`config.mk`:
```
export PLATFORM = sky130hd
export DESIGN_NAME = ffrc_ctrl
export DESIGN_NICKNAME = d
export VERILOG_FILES = /design/src/rtl/core/ffrc_pkg.sv /design/src/rtl/core/ffrc_ctrl.sv
export SDC_FILE = /design/constraint.sdc
export NUM_CORES = 1
export LEC_CHECK = 0
export ABC_AREA = 0
export BUFFER_PORTS_ARGS = -buffer_cell sky130_fd_sc_hd__buf_2
export CORE_AREA = 5 5 42 44
export DETAILED_ROUTE_END_ITERATION = 7
export DIE_AREA = 0 0 47 49
export MAX_ROUTING_LAYER = met4
export SLEW_MARGIN = 20
export SYNTH_ARGS = -nofsm -noshare
export SYNTH_HDL_FRONTEND = slang
export SYNTH_SLANG_ARGS = --single-unit
```
`constraint.sdc`:
```
create_clock -name clk -period 2.5 [get_ports clk]
set_clock_uncertainty 0.15 [all_clocks]
set_input_delay 0.5 -clock clk [delete_from_list [all_inputs] [get_ports clk]]
set_output_delay 0.5 -clock clk [all_outputs]
set_load 0.02 [all_outputs]
```
`src/rtl/core/ffrc_pkg.sv`:
```
`timescale 1ns / 1ps
`default_nettype none
// ----------------------------------------------------------------------------
// ffrc_pkg: shared types and constants
// request codes, statistics indexes, word layouts and controller types
// ----------------------------------------------------------------------------
package ffrc_pkg;

	localparam int QUEUE_SLOTS_DEF     = 32;
	localparam int MAX_FRAME_BYTES_DEF = 32;
	localparam int RECORD_BYTES_DEF    = 34;

	localparam int NUM_STATS = 6;
	localparam int STAT_W    = 32;

	typedef enum logic [2:0] {
		REQ_PUBLISH     = 3'd0,
		REQ_READ_START  = 3'd1,
		REQ_READ_BYTE   = 3'd2,
		REQ_READ_DONE   = 3'd3,
		REQ_BUS_ERROR   = 3'd4,
		REQ_WRITE_START = 3'd5,
		REQ_WRITE_DONE  = 3'd6,
		REQ_STAT_QUERY  = 3'd7
	} req_code_t;

	localparam logic [2:0] STAT_PUBLISHED   = 3'd0;
	localparam logic [2:0] STAT_DROPPED     = 3'd1;
	localparam logic [2:0] STAT_READ_REQ    = 3'd2;
	localparam logic [2:0] STAT_READ_FRAMES = 3'd3;
	localparam logic [2:0] STAT_BUS_ERR     = 3'd4;
	localparam logic [2:0] STAT_CMD_WRITES  = 3'd5;

	typedef struct packed {
		logic [2:0] req_type;
		logic [7:0] data_byte;
		logic       frame_last;
		logic       ack_failure;
		logic       other_failure;
		logic [2:0] stat_select;
	} req_t;

	typedef struct packed {
		logic [7:0]  tx_byte;
		logic [4:0]  queue_level;
		logic        frame_accepted;
		logic        frame_dropped;
		logic        frame_consumed;
		logic        read_pending;
		logic [31:0] stat_value;
	} rsp_t;

	typedef enum logic [1:0] {
		ST_IDLE,
		ST_LOOKUP,
		ST_COMMIT
	} state_t;

	typedef struct packed {
		logic capture;
		logic lookup;
		logic commit;
	} cmd_t;

endpackage
`default_nettype wire

```
`src/rtl/core/ffrc_ctrl.sv`:
```
`timescale 1ns / 1ps
`default_nettype none
// ----------------------------------------------------------------------------
// ffrc_ctrl: sequencing controller
// steps each word through capture, memory lookup and commit
// ----------------------------------------------------------------------------
module ffrc_ctrl (
	input  wire logic           clk,
	input  wire logic           arst_n,
	input  wire logic           in_valid,
	output logic                in_ready,
	output logic                out_valid,
	input  wire logic           out_ready,
	output ffrc_pkg::cmd_t      cmd
);
	ffrc_pkg::state_t state_q, state_d;
	logic             out_valid_q;
	logic             slot_free;

	// result register can take a new word this cycle
	assign slot_free = !out_valid_q || out_ready;

	always_comb begin
		state_d = state_q;
		unique case (state_q)
			ffrc_pkg::ST_IDLE:   if (in_valid) state_d = ffrc_pkg::ST_LOOKUP;
			ffrc_pkg::ST_LOOKUP: state_d = ffrc_pkg::ST_COMMIT;
			ffrc_pkg::ST_COMMIT: if (slot_free) state_d = ffrc_pkg::ST_IDLE;
			default:             state_d = ffrc_pkg::ST_IDLE;
		endcase
	end

	always_comb begin
		in_ready    = 1'b0;
		cmd.capture = 1'b0;
		cmd.lookup  = 1'b0;
		cmd.commit  = 1'b0;
		unique case (state_q)
			ffrc_pkg::ST_IDLE: begin
				in_ready    = 1'b1;
				cmd.capture = in_valid;
			end
			ffrc_pkg::ST_LOOKUP: cmd.lookup = 1'b1;
			ffrc_pkg::ST_COMMIT: cmd.commit = slot_free;
			default: ;
		endcase
	end

	always_ff @(posedge clk or negedge arst_n) begin
		if (!arst_n) begin
			state_q     <= ffrc_pkg::ST_IDLE;
			out_valid_q <= 1'b0;
		end else begin
			state_q <= state_d;
			if (cmd.commit) begin
				out_valid_q <= 1'b1;
			end else if (out_ready) begin
				out_valid_q <= 1'b0;
			end
		end
	end

	assign out_valid = out_valid_q;
endmodule
`default_nettype wire

```
# ---- Word-level counts from Yosys, hierarchy flattened
# Cells that the tools add are included.
dict set report totals {
  register_bits 3
  input_bits 4
  out_inout_bits 5
  wordCells 20
}
dict set report classes {
  eq_ne 4
  mux 9
  reduce_logical 5
}
# operator count
set ops {}
lappend ops {{$mux 1} 6}
lappend ops {{$pmux 2 s3} 1}
lappend ops {{$mux 2} 2}
lappend ops {{$ne 2x2->1 const B} 2}
lappend ops {{$eq 2x1->1 const B} 1}
lappend ops {{$eq 2x2->1 const B} 1}
lappend ops {{$logic_not 2->1} 1}
lappend ops {{$reduce_and 2->1} 1}
lappend ops {{$reduce_bool 2->1} 1}
lappend ops {{$logic_not 1->1} 1}
lappend ops {{$logic_or 1x1->1} 1}

# ---- Logic depth before layout (Yosys ltp)
# Gate-level depths: netlist of the first run.
dict set report logic_depth {
  depth_word 4
  depth_mapped 2
  ltp_nobuf 2
}

# ---- Least setup slack after synthesis of the first run
# Ideal clock, no wire load.
dict set report synth_path {
  kind {input to output}
  start {input out_ready}
  end {output cmd[0] in the netlist's numbering}
  arrival_ns 0.955
  t_required_ns 1.850
  slack_ns 0.895
  stages 2
  n_path_buf 0
  cell_sequence {nand2b_1 > nor2b_1}
}
# item line
set synth_rtl {}
lappend synth_rtl {{start, declared} ffrc_ctrl.sv:13} ;# input wire logic out_ready,
lappend synth_rtl {{end, declared} ffrc_ctrl.sv:14} ;# output ffrc_pkg::cmd_t cmd

==> impl_summary.md, run 1 <==
Clock tree
The clock latency on the worst-skew pair is 0.23 ns. The maximum count of clock buffers along a single path is 2. The TritonCTS clock tree is done. The number of clock sinks is 3. Buffers inserted during clock tree synthesis total 3.

After clock tree synthesis, the clock-pin slew on the worst setup and hold paths is about 0.040 ns. The cell chosen for the clock root is sky130_fd_sc_hd__clkbuf_4. In this run the number of H-tree levels came out at 1.

Die
The core footprint is roughly 1400 um^2. The starting density of the core is about a tenth. The die is approximately 49 um tall.

The die area is around 2300 um^2. Measured along the x axis, the die boundary spans between 40 and 50 um. 9 I/O pins were placed. After floorplanning, the core was divided into 14 placement rows.

Power and ir drop
Power comes to around 260 uW. The analysis attributes to net switching a power of between 90 and 100 uW. Power spread over the standard cell area amounts to approximately 1100 nW/um^2. The fraction of power consumed by the clock network is approximately a third. Net switching is between 30 and 40% of the power. In this run the static leakage power is ~0.12 nW. The logic gate share of total power is a little under two fifths.

Cell internal power was estimated by the tool at between 150 and 200 uW. The worst IR drop on VDD is ~0.13 mV. Of the total power, registers draw between 20% and 30%.

Routing
The number of design rule violations left after detail routing is 0. After detailed routing, the number of vias per cell comes to around 3.1. Dividing the detail-routed wire length by the instance count gives approximately 7.3 um.

The final wirelength is ~300 um. The routed layout has 128 vias. The length of the first detailed-routing pass in iterations is 1. The violation count after the first detailed-routing iteration is 0. The count of nets left with antenna violations once routing finished came out at 0.

Cells and area
In the final layout, the multi-input gates occupy approximately 58 um^2. Relative to the synthesized area, the layout overhead comes to 72.6%. The flip-flop and latch area is 75.1 um^2. The fraction of final layout cells sized beyond drive strength 1 is between 50% and 60%. The number of antenna diodes in the final layout is 0. The most common library cell in the layout ignoring fill and taps is sky130_fd_sc_hd__buf_2. The final net count is 30. The top cell types in the final layout, fill and taps aside, are sky130_fd_sc_hd__buf_2, sky130_fd_sc_hd__clkbuf_4, sky130_fd_sc_hd__dfrtp_1, sky130_fd_sc_hd__nand2b_1, sky130_fd_sc_hd__and2_1. The count of non-filler cells in the finished layout is 41. The number of filler cells placed in the layout is about 170.

STA
Measured against its own limit, the worst slew margin works out to roughly nine tenths. Setup repair after global routing left no endpoint under its margin. The clock period could shrink to about 1.7 ns.

For the pin with the worst max-slew slack, the measured transition is roughly 0.13 ns. The post-route worst hold slack is ~0.34 ns. The max-slew violation count came to 0. The final total negative setup slack is 0 ns. The final-report hold violation count was 0.

The part of the cycle the worst path needs is 68.3%. The fmax is between 0.5 and 0.6 GHz. The count of endpoints failing setup in the final report is 0.

Synthesis
The register bit count reported by yosys is 3. The cell type with the highest aggregate area in the netlist is sky130_fd_sc_hd__dfrtp_1. The part of the Yosys area used for sequential elements is 56.6%.

Yosys printed 0 warnings. In this run, distinct cell masters in the synthesized netlist total 8. The cell area that synthesis handed to floorplanning was ~130 um^2. The area share of the leading cell type in the synthesized netlist is approximately 57%.

The average instance in the mapped netlist occupies about 11 um^2. The number of nets in the synthesized netlist is 16. After synthesis, the cell types taking the most area are sky130_fd_sc_hd__dfrtp_1, sky130_fd_sc_hd__and2_1, sky130_fd_sc_hd__nand2b_1. Synthesis produced 12 cells.

Worst setup path
The worst setup path is launched from a flip-flop. The beginning of the worst register-to-register path is state_q[0]. The critical path is of the reg -> out type. At the worst endpoint, the required time is 1.85 ns. For the worst flop-to-flop path, the logic depth is 2. At the worst endpoint, the arrival time is roughly 1.1 ns.

The setup slack of the worst register-to-register path is roughly 1.5 ns. In this run the worst path has a maximum fanout of 3. STA classifies the critical path endpoint as a primary output. In this run the critical register-to-register path is captured at state_q[1].

Placement
The weighted congestion reported at the end of routability-driven placement is 0.672. Including well taps, the total number of placed cells is 36. The count of input and output buffers is 8.

GRT
The via count of the first global-routing pass is between 100 and 150. The initial antenna violation count came to 0. Summed over all layers, the global routing overflow is 0. The total routing resource utilization after global routing is under 10%. The largest net degree at the start of global routing is 4.

The global-route wire length before repair is 524 um.

Min path
The path class of the lowest-slack min-delay path is in -> reg. The startpoint identified for the worst hold timing path is in_valid. The path with the worst hold slack has its endpoint at state_q[0].

Counting instances, the worst hold path has a depth of 2.

Status
The run finished with clean final reports.

Run
The number of maximum-capacitance constraint violations is 0.
-- cell type report --
type                       instances  area share [%]
timing repair buffer               9            21.9
sequential                         3            32.8
tap                               16            8.74
clock buffer                       4            11.5
multi-input combinational          9            25.1
-- critical path: stages (launching register included) --
cell and delay, ns:
sky130_fd_sc_hd__dfrtp_1 0.38, sky130_fd_sc_hd__nand2b_1 0.18, sky130_fd_sc_hd__nor2b_1 0.10, sky130_fd_sc_hd__buf_2 0.16
-- cells by family (layout without fill, tap and decap cells) --
group	after synthesis	count (layout)	synth area share (%)
simple gates	8	8	37.7
buf+inv	0	13	0
compound gates	1	1	5.66
flops	3	3	56.6
-- power groups by stage --
stage | logic (mW) | registers, mW | clock network (mW)
6_report | 0.0967 | 0.0749 | 0.0844
4_1_cts | 0.0995 | 0.0750 | 0.0900
3_3_place_gp | 0.0974 | 0.0752 | 0
3_5_place_dp | 0.0982 | 0.0757 | 0
2_1_floorplan | 0.0562 | 0.0836 | 0
5_1_grt | 0.106 | 0.0780 | 0.0938
-- cells in the mapped netlist --
cell type,number
sky130_fd_sc_hd__and2_1,2
sky130_fd_sc_hd__dfrtp_1,3
sky130_fd_sc_hd__nand2_1,1
sky130_fd_sc_hd__nand2b_1,2
sky130_fd_sc_hd__nor2_2,1
sky130_fd_sc_hd__nor2b_1,1
sky130_fd_sc_hd__nor2b_2,1
sky130_fd_sc_hd__o21bai_1,1
-- sequential cells by signal, indices dropped and copies added, names as in the netlist --
signal	count
state_q	2
out_valid	1
-- worst max-delay path by stage --
| stage | from | endpoint | slack [ns] | cells after the start |
|---|---|---|---|---|
| after floorplan | out_ready | cmd[0] | 0.89 | 2 |
| after global placement | out_ready | cmd[0] | 0.82 | 4 |
| after detailed placement | out_ready | cmd[0] | 0.82 | 4 |
| after CTS | state_q[0] | cmd[0] | 0.77 | 3 |
| after global routing | state_q[0] | cmd[0] | 0.71 | 3 |
| final | state_q[0] | cmd[0] | 0.79 | 3 |
-- metal layers --
| metal | vias to the layer above | global-route usage [%] | part of all wire [%] |
|---|---|---|---|
| met3 | 0 | 4.43 | 17 |
| met1 | 58 | 2.88 | 32 |
| met4 | 0 | 5.53 | 0 |
| met2 | 5 | 4.30 | 51 |
| met5 | - | - | 0 |
| li1 | 65 | - | - |
-- through the flow --
stage	setup WS (ns)	util, %	area [um^2]
6_report	0.793	16.3	229
3_3_place_gp	0.825	13.8	193
3_5_place_dp	0.816	13.8	193
4_1_cts	0.774	16.3	229
2_1_floorplan	0.895	-	133
5_1_grt	0.711	16.3	229
-- timing repair --
item,in CTS,in global routing
hold buffers,1,0
setup buffers,0,0
gates resized for setup,0,0
hold endpoints to repair,3,0
Power figures use the tool's default switching activity.
==> run 2, diff against run 1 <==
Settings changed: ABC_AREA 0 to 1.
Clock period 2.5 ns to 1.47 ns, I/O delays scaled along.
==> impl_summary.md, run 2 <==
Synthesis
The cell with the most instances after synthesis is sky130_fd_sc_hd__nor2_1. The fraction of registers with async set/reset is 100%. The share of synthesized area in the top cell type comes to between 50% and 60%.

In this run, distinct cell masters in the synthesized netlist total 8. The synthesized design contains 0 enable-type register cells. During synthesis, Yosys emitted a total of 0 warnings. The number of nets in the synthesized netlist is 22.

The mean post-synth cell area is 7.92 um^2. For this run, the register share of the synthesized area comes to around 53%. By count the netlist is led by sky130_fd_sc_hd__nor2_1, sky130_fd_sc_hd__dfrtp_1, sky130_fd_sc_hd__inv_1, sky130_fd_sc_hd__nand2_1, sky130_fd_sc_hd__nor3b_1.

By area the synthesized netlist is led by sky130_fd_sc_hd__dfrtp_1, sky130_fd_sc_hd__nor2_1, sky130_fd_sc_hd__nor3b_1. The synthesized design contains 3 register bits. The cell type with the highest aggregate area in the netlist is sky130_fd_sc_hd__dfrtp_1.

The area of the mapped netlist is between 100 and 150 um^2. The prevailing post-synth register cell is sky130_fd_sc_hd__dfrtp_1. The gate count after technology mapping is 18.

GRT
The met1 usage in global routing is 3.30%. In the global route stage, overall resource usage came out at ~4.2%. The initial antenna violation count is 0. The via count of the first global-routing pass came to around 150. The largest net degree at the start of global routing is 7. The met2 capacity usage during global routing is 5.43%. After global routing, the most crowded layer is met2. The met3 track demand over resource is 3.69%.

The global-route wire length before repair is just under 600 um. The total grt overflow is 0.

Power and ir drop
The overall power is approximately 480 uW. The switching power summed over all nets is between 150 and 200 uW. In this run switching power makes up just under 40% of total power. The total power divided by cell area is around 1800 nW/um^2. Combinational cells account for between 40% and 50% of the total power. The leakage power of the design is between 0.1 and 0.15 nW. The sequential cell fraction of total power is roughly 30%. The cell internal power dissipation is 291 uW. The clock network is responsible for ~30% of the overall power. VDD sags by at most 0.340 mV.

STA
The final-report hold violation count came to 0. The fmax is ~0.7 GHz. At the pin with the least slew margin, the transition time is between 0.15 and 0.2 ns. The routed design could run at a clock period as short as 1.46 ns.

The part of the cycle the worst path needs is between 90% and 100%. Measured against its own limit, the worst slew margin works out to 87.7%. Summed over all failing endpoints, the final setup total negative slack is 0 ns. Setup repair after global routing could not meet its margin everywhere. Setup violations remaining at the end of the flow were counted as 0. The post-route worst hold slack is between 0.1 and 0.15 ns. The max-slew violation count is 0. The worst setup slack after layout is between 0.01 and 0.015 ns.

Min path
The beginning of the worst hold path is out_ready. The worst hold path was traced through 2 stages. In this run the worst hold path is classified as in -> reg. The path with the worst hold slack has its endpoint at out_valid.

Cells and area
The number of inserted diodes is 0. The most common library cell in the layout ignoring fill and taps is sky130_fd_sc_hd__buf_2. The final net count is 37. For this run, the number of standard cells in the final layout without fillers is 48. The fraction of final layout cells sized beyond drive strength 1 is between 50 and 60%.

Relative to the synthesized area, the layout overhead comes to 84.2%. In the layout the commonest cells are sky130_fd_sc_hd__buf_2, sky130_fd_sc_hd__nor2_1, sky130_fd_sc_hd__inv_1, sky130_fd_sc_hd__clkbuf_4, sky130_fd_sc_hd__buf_4. The largest register by flop count is state_q.

The register with the most flip-flops in the layout has 2 of them.

Routing
The detailed router placed 152 vias in this run. The detail route stage leaves a number of antenna-violating nets equal to 0. The violation count after the first detailed-routing iteration is 1.

The final wirelength is approximately 380 um. The first detailed-routing pass ran for 2 iterations. Dividing the detail-routed wire length by the instance count gives between 7 and 8 um. The per-cell via count in the routed design is roughly 3.2. For this run, design rule violations remaining after detail routing come to 0.

Die
The number of standard-cell rows in the floorplan is 14. The core footprint is about 1400 um^2. Measured along the x axis, the die boundary spans roughly 47 um. The number of ports placed on the die boundary is 9. The starting density of the core is between 10% and 20%. The die area is around 2300 um^2. The height of the die is 49 um.

Worst setup path
The top fanout value on the critical path is 4. The slowest cell on the critical path is sky130_fd_sc_hd__dfrtp_1. The critical path goes through inv_2 > nand2_2 > nor2_2 > buf_4.

For flop-to-flop paths, the worst setup slack is 0.47 ns. The critical path in this run is classified as reg -> out. The endpoint of the most critical register-to-register path is state_q[0]. The worst stage delay on the critical path is a little over 0.4 ns.

The capturing element type of the critical path is a primary output. Counting cells, the worst reg-to-reg path comes to 2. At the worst endpoint, the required time is just over 1 ns. STA classifies the critical path startpoint as a flip-flop. Data arrives at the worst endpoint at approximately 1.0 ns. The beginning of the worst register-to-register path is state_q[0].

Status
The run finished with clean final reports.

Clock tree
TritonCTS built the clock tree. Counting along the longest clock path gives a buffer depth of 2. The TritonCTS buffer count is 3.

The tree is rooted in a sky130_fd_sc_hd__clkbuf_4. After clock tree synthesis, the clock-pin slew on the worst setup and hold paths is ~0.040 ns. The number of clock sinks is 3.

The maximum level of the CTS H-tree is 1. The later pin in the worst-skew pair is clocked with a latency of roughly 0.23 ns.

Placement
The count of input and output buffers is 8. The weighted congestion reported at the end of routability-driven placement is 0.581. The post-place setup slack is around 0.22 ns. Counting tap cells, the placed design contains a total of 42 instances.

Run
The number of maximum-capacitance constraint violations is 0.
==> run 2: timing repair <==
| item | CTS | global route |
|---|---|---|
| resized for setup | 3 | 3 |
| hold endpoints to repair | 3 | 0 |
| pin swaps | 1 | 2 |
| hold buffers | 1 | 0 |
| endpoints found under the setup margin | 2 | 3 |
| setup buffers | 1 | 0 |
==> run 2: worst max-delay path by stage <==
stage	startpoint	end	slack (ns)
2_1_floorplan	state_q[1]	cmd[2]	0.06
6_report	state_q[0]	cmd[0]	0.01
5_1_grt	state_q[0]	cmd[0]	-0.07
4_1_cts	state_q[1]	cmd[2]	0.004
3_3_place_gp	state_q[1]	cmd[2]	0.22
3_5_place_dp	state_q[0]	cmd[0]	0.22
==> run 2: final cells by class <==
class                      count  area [um^2]
timing repair buffer          10         62.6
inverter                       4         15.0
multi-input combinational     11         62.6
sequential                     3         76.3
tap                           16         20.0
fill                         174         1140
clock buffer                   4         26.3
==> run 2: logic make-up after synthesis <==
group           Yosys count  synth area share [%]
compound gates            1                  3.51
simple gates             10                  33.3
buf+inv                   4                  10.5
flops                     3                  52.6
==> run 2: critical path: cells and delay by family, from the launching register on <==
kind          cells  cell delay [ns]
flops             1             0.41
buf+inv           2             0.23
simple gates      2             0.15
==> run 2: power groups by stage <==
stage | combinational (mW) | clock [mW] | sequential [mW]
CTS | 0.194 | 0.148 | 0.136
finish | 0.197 | 0.139 | 0.140
global route | 0.216 | 0.154 | 0.149
global placement | 0.171 | 0 | 0.135
detailed placement | 0.172 | 0 | 0.136
floorplan | 0.0972 | 0 | 0.149
==> run 2: through the flow <==
step | instance area, um^2 | utilization, %
2_1_floorplan | 143 | -
3_3_place_gp | 203 | 14.5
3_5_place_dp | 203 | 14.5
4_1_cts | 256 | 18.3
5_1_grt | 263 | 18.8
6_report | 263 | 18.8
==> run 2: layer usage <==
metal	vias up	wire length, um
met5	-	0
met4	0	0
met3	0	49
met2	4	232
met1	68	99
li1	80	-
